==> src/rtl/pcgbrg_pkg.sv <==
`timescale 1ns / 1ps
// ---------------------------------------------------------------------------
// PCG32 bounded generator package
// Constants, request codes and the small helper functions of the generator.
// ---------------------------------------------------------------------------
package pcgbrg_pkg;

  localparam int unsigned STATE_W = 64;
  localparam int unsigned DRAW_W  = 32;
  localparam int unsigned CFG_W   = 64;
  localparam int unsigned CFG_IDX_W = 2;
  localparam int unsigned CNT_W   = 6;

  localparam logic [STATE_W-1:0] PCG_MULT = 64'd6364136223846793005;

  // XSH RR permutation constants
  localparam int unsigned XSH_SHIFT = 18;
  localparam int unsigned XSH_KEEP  = 27;

  typedef enum logic [1:0] {
    FUNC_RAW   = 2'd0,
    FUNC_BELOW = 2'd1,
    FUNC_RANGE = 2'd2,
    FUNC_NONE  = 2'd3
  } func_t;

  typedef enum logic [CFG_IDX_W-1:0] {
    CFG_SEED   = 2'd0,
    CFG_STREAM = 2'd1,
    CFG_RSVD2  = 2'd2,
    CFG_RSVD3  = 2'd3
  } cfg_idx_t;

  // XSH RR output of the state before a step.
  function automatic logic [DRAW_W-1:0] pcg_xsh_rr(input logic [STATE_W-1:0] prev);
    logic [STATE_W-1:0]  mix;
    logic [DRAW_W-1:0]   xs;
    logic [4:0]          rot;
    logic [2*DRAW_W-1:0] dbl;
    mix = ((prev >> XSH_SHIFT) ^ prev) >> XSH_KEEP;
    xs  = mix[DRAW_W-1:0];
    rot = prev[STATE_W-1 -: 5];
    dbl = {xs, xs} >> rot;
    return dbl[DRAW_W-1:0];
  endfunction

  // One step of a restoring remainder: bring in one dividend bit.
  function automatic logic [DRAW_W-1:0] rem_step(input logic [DRAW_W-1:0] rem,
                                                 input logic              dbit,
                                                 input logic [DRAW_W-1:0] divisor);
    logic [DRAW_W:0] t;
    logic [DRAW_W:0] d;
    t = {rem, dbit};
    d = {1'b0, divisor};
    if (t >= d) begin
      t = t - d;
    end
    return t[DRAW_W-1:0];
  endfunction

endpackage

==> src/rtl/pcg32_bounded_random_generator.sv <==
`timescale 1ns / 1ps
// ---------------------------------------------------------------------------
// PCG32 bounded random generator
// PCG XSH RR generator with raw, below-bound and inclusive-range requests.
// ---------------------------------------------------------------------------
// A draw passes the bit-serial 64-bit LCG multiply, a check state, a finish state
// that waits for a free output register, and the output register; each rejected draw
// runs the multiply again. Func 3 and a zero bound give zero straight from the finish state.
// A new request is taken only in idle, after the previous result has left the finish state;
// both remainders run alongside the multiply, one bit per cycle in its first half.
// Reset and each write to the seed or stream register start a reseed with no input transfer.
module pcg32_bounded_random_generator (
  input  logic                              clk,
  input  logic                              rst_n,
  input  logic                              cfg_wr_en,
  input  logic [pcgbrg_pkg::CFG_IDX_W-1:0]  cfg_index,
  input  logic [pcgbrg_pkg::CFG_W-1:0]      cfg_data,
  input  logic                              in_valid,
  output logic                              in_ready,
  input  logic [1:0]                        in_func,
  input  logic [pcgbrg_pkg::DRAW_W-1:0]     in_bound,
  input  logic signed [pcgbrg_pkg::DRAW_W-1:0] in_range_low,
  input  logic signed [pcgbrg_pkg::DRAW_W-1:0] in_range_high,
  output logic                              out_valid,
  input  logic                              out_ready,
  output logic [pcgbrg_pkg::DRAW_W-1:0]     out_draw_value
);
  import pcgbrg_pkg::*;

  typedef enum logic [4:0] {
    ST_IDLE  = 5'b00001,
    ST_SEED  = 5'b00010,
    ST_RUN   = 5'b00100,
    ST_CHECK = 5'b01000,
    ST_FIN   = 5'b10000
  } state_t;

  state_t              st_r, st_nxt;
  logic [CFG_W-1:0]    seed_r, seed_nxt;
  logic [CFG_W-1:0]    stream_r, stream_nxt;
  logic [STATE_W-1:0]  lcg_r, lcg_nxt;
  logic [STATE_W-1:0]  acc_r, acc_nxt;
  logic [STATE_W-1:0]  mula_r, mula_nxt;
  logic [STATE_W-1:0]  mulm_r, mulm_nxt;
  logic [CNT_W-1:0]    cnt_r, cnt_nxt;
  logic [DRAW_W-1:0]   draw_r, draw_nxt;
  logic [DRAW_W-1:0]   b_r, b_nxt;
  logic [DRAW_W-1:0]   off_r, off_nxt;
  logic                raw_r, raw_nxt;
  logic [DRAW_W-1:0]   thr_rem_r, thr_rem_nxt;
  logic [DRAW_W-1:0]   thr_dvd_r, thr_dvd_nxt;
  logic [DRAW_W-1:0]   mod_rem_r, mod_rem_nxt;
  logic [DRAW_W-1:0]   mod_dvd_r, mod_dvd_nxt;
  logic [DRAW_W-1:0]   res_r, res_nxt;
  logic                out_valid_r, out_valid_nxt;
  logic [DRAW_W-1:0]   out_data_r, out_data_nxt;

  logic [STATE_W-1:0]  inc;
  logic [STATE_W-1:0]  acc_sum;
  logic [DRAW_W-1:0]   span;
  logic [DRAW_W-1:0]   lo_u;
  logic [DRAW_W-1:0]   hi_u;
  logic [DRAW_W-1:0]   b_sel;
  logic [DRAW_W-1:0]   perm;
  logic [STATE_W-1:0]  inc_new;
  logic                cfg_hit;
  logic                out_free;

  assign inc     = {stream_r[STATE_W-2:0], 1'b1};
  assign acc_sum = acc_r + (mula_r[0] ? mulm_r : '0);
  assign lo_u    = in_range_low;
  assign hi_u    = in_range_high;
  assign span    = hi_u - lo_u + 32'd1;
  assign b_sel   = (in_func == FUNC_BELOW) ? in_bound : span;
  assign perm    = pcg_xsh_rr(lcg_r);
  assign cfg_hit = cfg_wr_en && ((cfg_index == CFG_SEED) || (cfg_index == CFG_STREAM));
  assign out_free = !out_valid_r || out_ready;

  assign in_ready       = (st_r == ST_IDLE);
  assign out_valid      = out_valid_r;
  assign out_draw_value = out_data_r;

  always_comb begin
    st_nxt        = st_r;
    seed_nxt      = seed_r;
    stream_nxt    = stream_r;
    lcg_nxt       = lcg_r;
    acc_nxt       = acc_r;
    mula_nxt      = mula_r;
    mulm_nxt      = mulm_r;
    cnt_nxt       = cnt_r;
    draw_nxt      = draw_r;
    b_nxt         = b_r;
    off_nxt       = off_r;
    raw_nxt       = raw_r;
    thr_rem_nxt   = thr_rem_r;
    thr_dvd_nxt   = thr_dvd_r;
    mod_rem_nxt   = mod_rem_r;
    mod_dvd_nxt   = mod_dvd_r;
    res_nxt       = res_r;
    out_valid_nxt = out_valid_r && !out_ready;
    out_data_nxt  = out_data_r;
    inc_new       = inc;

    unique case (st_r)
      ST_IDLE: begin
        if (in_valid) begin
          off_nxt     = (in_func == FUNC_RANGE) ? lo_u : '0;
          b_nxt       = b_sel;
          raw_nxt     = (in_func == FUNC_RAW) || ((in_func == FUNC_RANGE) && (span == '0));
          draw_nxt    = perm;
          acc_nxt     = inc;
          mula_nxt    = lcg_r;
          mulm_nxt    = PCG_MULT;
          cnt_nxt     = '0;
          thr_rem_nxt = '0;
          thr_dvd_nxt = '0 - b_sel;
          mod_rem_nxt = '0;
          mod_dvd_nxt = perm;
          st_nxt      = ST_RUN;
          // Unused selector and a zero bound give zero without a step.
          if ((in_func == FUNC_NONE) || ((in_func == FUNC_BELOW) && (in_bound == '0))) begin
            res_nxt = '0;
            st_nxt  = ST_FIN;
          end
        end
      end
      ST_SEED, ST_RUN: begin
        acc_nxt  = acc_sum;
        mula_nxt = mula_r >> 1;
        mulm_nxt = mulm_r << 1;
        cnt_nxt  = cnt_r + 6'd1;
        if (!cnt_r[CNT_W-1]) begin
          thr_rem_nxt = rem_step(thr_rem_r, thr_dvd_r[DRAW_W-1], b_r);
          thr_dvd_nxt = thr_dvd_r << 1;
          mod_rem_nxt = rem_step(mod_rem_r, mod_dvd_r[DRAW_W-1], b_r);
          mod_dvd_nxt = mod_dvd_r << 1;
        end
        if (cnt_r == '1) begin
          lcg_nxt = acc_sum;
          st_nxt  = (st_r == ST_SEED) ? ST_IDLE : ST_CHECK;
        end
      end
      ST_CHECK: begin
        if (raw_r) begin
          res_nxt = off_r + draw_r;
          st_nxt  = ST_FIN;
        end else if (draw_r >= thr_rem_r) begin
          res_nxt = off_r + mod_rem_r;
          st_nxt  = ST_FIN;
        end else begin
          // Draw fell below the threshold: take another one.
          draw_nxt    = perm;
          acc_nxt     = inc;
          mula_nxt    = lcg_r;
          mulm_nxt    = PCG_MULT;
          cnt_nxt     = '0;
          thr_rem_nxt = '0;
          thr_dvd_nxt = '0 - b_r;
          mod_rem_nxt = '0;
          mod_dvd_nxt = perm;
          st_nxt      = ST_RUN;
        end
      end
      ST_FIN: begin
        if (out_free) begin
          out_valid_nxt = 1'b1;
          out_data_nxt  = res_r;
          st_nxt        = ST_IDLE;
        end
      end
      default: begin
        st_nxt = ST_IDLE;
      end
    endcase

    // A seed or stream register write reseeds: state becomes inc + seed, then one step.
    if (cfg_hit) begin
      if (cfg_index == CFG_SEED) begin
        seed_nxt = cfg_data;
      end else begin
        stream_nxt = cfg_data;
      end
      inc_new  = {stream_nxt[STATE_W-2:0], 1'b1};
      acc_nxt  = inc_new;
      mula_nxt = seed_nxt + inc_new;
      mulm_nxt = PCG_MULT;
      cnt_nxt  = '0;
      st_nxt   = ST_SEED;
    end
  end

  always_ff @(posedge clk) begin
    if (!rst_n) begin
      st_r        <= ST_SEED;
      seed_r      <= '0;
      stream_r    <= '0;
      acc_r       <= 64'd1;
      mula_r      <= 64'd1;
      mulm_r      <= PCG_MULT;
      cnt_r       <= '0;
      out_valid_r <= 1'b0;
    end else begin
      st_r        <= st_nxt;
      seed_r      <= seed_nxt;
      stream_r    <= stream_nxt;
      acc_r       <= acc_nxt;
      mula_r      <= mula_nxt;
      mulm_r      <= mulm_nxt;
      cnt_r       <= cnt_nxt;
      out_valid_r <= out_valid_nxt;
    end
  end

  always_ff @(posedge clk) begin
    lcg_r      <= lcg_nxt;
    draw_r     <= draw_nxt;
    b_r        <= b_nxt;
    off_r      <= off_nxt;
    raw_r      <= raw_nxt;
    thr_rem_r  <= thr_rem_nxt;
    thr_dvd_r  <= thr_dvd_nxt;
    mod_rem_r  <= mod_rem_nxt;
    mod_dvd_r  <= mod_dvd_nxt;
    res_r      <= res_nxt;
    out_data_r <= out_data_nxt;
  end

  a_one_item: assert property (@(posedge clk) disable iff (!rst_n)
    (in_valid && in_ready) |=> !in_ready)
    else $error("input taken while an item is in progress");

  a_cfg_reseed: assert property (@(posedge clk) disable iff (!rst_n)
    cfg_hit |=> (st_r == ST_SEED) && !in_ready)
    else $error("register write did not start a reseed");

  a_fin_load: assert property (@(posedge clk) disable iff (!rst_n)
    ((st_r == ST_FIN) && out_free) |=> out_valid && (st_r == ST_IDLE || st_r == ST_SEED))
    else $error("finished result not moved to the output register");

endmodule
==> config.mk <==
export PLATFORM = sky130hd
export DESIGN_NAME = pcg32_bounded_random_generator
export DESIGN_NICKNAME = d
export VERILOG_FILES = /design/src/rtl/pcgbrg_pkg.sv /design/src/rtl/pcg32_bounded_random_generator.sv
export SDC_FILE = /design/constraint.sdc
export NUM_CORES = 2
export LEC_CHECK = 0
export BUFFER_PORTS_ARGS = -buffer_cell sky130_fd_sc_hd__buf_2
export CAP_MARGIN = 20
export CORE_ASPECT_RATIO = 0.8
export CORE_MARGIN = 2
export CORE_UTILIZATION = 43
export DETAILED_ROUTE_END_ITERATION = 8
export PLACE_DENSITY = 0.61
export RECOVER_POWER = 25
export SLEW_MARGIN = 20
export SYNTH_ARGS = -nofsm -noshare
export SYNTH_HDL_FRONTEND = slang
export SYNTH_SLANG_ARGS = --single-unit
==> constraint.sdc <==
create_clock -name clk -period 10.4 [get_ports clk]
set_input_delay 1.04 -clock clk [delete_from_list [all_inputs] [get_ports clk]]
set_output_delay 1.04 -clock clk [all_outputs]
set_load 0.01 [all_outputs]
==> impl_metrics.tcl <==
set metrics [dict create \
    start_kind "input port" \
    antenna_left 0 \
    cellPowerDensity_nw_per_um2 214.4 \
    die_w_um 373.2 \
    grt_usage_pct 25.37 \
    final_cell_mix "740 x nand2_1, 495 x a21oi_1, 486 x nor2_1" \
    fillers 10490 \
    cts_hold_buf 0 \
    cts-root-buf "clkbuf_16" \
    holdWs_ns 0.4181 \
    async_flop_share_pct 0 \
    post-route-min-period_ns 7.769 \
    tightest_slew_ns 3.852 \
    clkTransAtPathRegs_ns 0.06 \
    grt_overflow 0 \
    max-slew-margin-rel_pct -156.8 \
    ys_warn_count 0 \
    gp_congestion 0.9344 \
    coreArea_um2 108200 \
    io_buffers 202 \
    fmax_mhz 128.7 \
    via_count 40010 \
    slew_viol_final 497 \
    grt_max_degree 177 \
    rows 108 \
    fp.dieH_um 299.3 \
    cts_buffers 79 \
    rr_startpoint "raw_r" \
    synth-seq-area-share_pct 36.74 \
    layout_worst_path_cycle_share_pct 74.70 \
    dp_cells 6795 \
    post_cts.repair.setup_buffers 0 \
    yosys_register_bits 684 \
    routed_wl_um 145700 \
    crit_start "rst_n" \
    synth_fp_nets 5903 \
    setup.worst_path.end_class "flip-flop" \
    crit_family "buffers and inverters" \
    antenna_found_initial 6 \
    drive_above_1_share_pct 10.67 \
    cp.arrival_ns 8.34 \
    status "complete, but fails checks" \
    grt_pass1_wl_um 222900 \
    violations "capacitance limit, slew limit" \
    crit_path_frequent_cell "clkbuf_1" \
    drc 0 \
    hp-class "flip-flop to flip-flop" \
    cts_tree "done" \
    ir_drop_mv 0.1648 \
    reg2reg_slack_ns 3.97 \
    path_class "input port to flip-flop" \
    slowest_stage "clkinvlp_2" \
    multi_input_comb_area_um2 27830 \
    firstDrtPassIters 5 \
    synth_area_per_cell_um2 8.662 \
    synth_cells 5413 \
    post-route-util_pct 47.63 \
    critPathMaxFanout 54 \
    cellLeakagePower_nw 21.59 \
    path_cells "buf_2 > clkbuf_1 > clkbuf_1 > clkinvlp_2 > clkbuf_1 > buf_4 > a211oi_1" \
    grt_pass1_vias 37650 \
    cts.sinks 684 \
    seq_area_um2 17230 \
    drv_cap 11 \
    synth_ff_type "edfxtp_1" \
    viasPerCell 5.763 \
    wl_per_cell_um 20.99 \
    setup_viol 0 \
    syn_area_um2 46880 \
    syn_to_final_growth_pct 9.957 \
    clock_path_buffers 3 \
    htreeDepth 3 \
    layout.cells.non_filler 6943 \
    hold_path_startpoint "res_r[1]" \
    hold_violations 0 \
    finalSetupTns_ns 0 \
    drt_iter0_drc 3728 \
    nets 5939 \
    required_ns 10.97 \
    rsz0062_at_grt "no" \
    cts_resized 0 \
    synth_edf_count 353 \
    cp_num_buf_inv 6 \
    worstSkewPairLatency_ns 0.68 \
    hpwl_um 109500 \
    dieArea_um2 111700 \
    critical-path-max-stage-delay_ns 1.99 \
    initial_core_util_pct 43.32 \
    finClkSkew_ns 0.03677 \
    ios 203 \
    final_common_cell "nand2_1" \
    synth_cell_types 106 \
]
## worst paths after layout
check,endpoint,cells after the start
setup reg to reg,res_r[26],17
setup / recovery,mula_r[8],7
hold reg to reg,out_draw_value[1],0
hold / removal,out_draw_value[1],0
## metal layers
layer  global-route usage [%]  vias up  wire length, um
met5                        0        -               14
met2                    38.93     1101            63470
met3                    3.006      141             8161
li1                         -    19590                -
met4                    4.733        2             2249
met1                    38.39    19170            71810
## state kept, by name, summed over array words and instances (netlist names), 63 cells and up
name	count
seed_r	64
lcg_r	64
acc_r	64
mulm_r	64
mula_r	64
stream_r	63
## stage by stage
stage          total power, mW  instance area [um^2]  setup slack (ns)
6_report                 11.05                 51550             2.631
3_3_place_gp             8.096                 49020             4.222
2_1_floorplan            7.073                 46890            0.7479
4_1_cts                  11.05                 51640             4.645
3_5_place_dp             8.150                 49020             4.172
5_1_grt                  11.76                 51550             2.278
## power by group
group	switching [mW]	internal (mW)	total, mW
sequential	0.298	3.47	3.77
combinational	2.65	1.77	4.42
clock	1.22	1.64	2.87
total	4.17	6.89	11.1
## cells in the mapped netlist (9+ instances only)
cell	number	area, um^2
nand2b_1	38	237.7
a221oi_1	9	78.83
o31a_1	13	113.9
buf_2	32	160.2
nand2_1	741	2781
nor2_1	489	1836
a211o_1	12	105.1
a22oi_1	33	247.7
o211ai_1	69	518.0
inv_1	199	747.0
clkbuf_1	224	840.8
nand3_1	154	770.7
nor3_1	63	315.3
edfxtp_1	353	10600
o21ai_1	28	140.1
xnor2_1	154	1349
dfxtp_1	331	6626
nand4_1	58	362.9
a211oi_1	62	465.5
a21o_1	148	1111
o21bai_1	40	300.3
a21oi_1	498	2492
o21ai_0	232	1161
buf_1	35	131.4
a21boi_0	12	90.09
ha_1	315	3941
o31ai_1	25	187.7
mux2i_1	114	1141
a311oi_1	31	271.5
o21a_1	64	480.5
mux2_2	192	2162
o22ai_1	32	200.2
and3_1	42	262.8
or3_1	22	137.6
and2_1	146	913.4
or2_2	13	81.33
a31oi_1	47	294.0
xor2_1	105	919.6
nor4_1	18	112.6
nor2b_1	47	294.0
## final cells by class
cell class	instances	share of cell area (%)
Multi-Input combinational cell	4232	53.98
Sequential cell	684	33.41
Clock buffer	103	4.310
Tap cell	1430	3.471
Timing Repair Buffer	250	2.570
Inverter	202	1.473
Clock inverter	41	0.7742
Antenna cell	1	0.004854
## worst register-to-register path, delay by kind of cell (launching register included)
| kind | cells | cell delay (ns) |
|---|---|---|
| compound gates | 10 | 2.86 |
| fa+ha+maj | 2 | 0.66 |
| buf+inv | 2 | 1.62 |
| flops | 1 | 0.32 |
| simple gates | 3 | 0.70 |
## cells by family after synthesis
family	Yosys count	share of synthesized area, %
AOI/OAI and AO/OA	1451	19.75
xor gates and xnor gates	259	4.838
adders and majority gates	321	8.662
buffers and inverters	497	4.112
DFF	684	36.74
muxes	319	7.590
and+or+nand+nor	1882	18.31
Power figures use the tool's default switching activity.
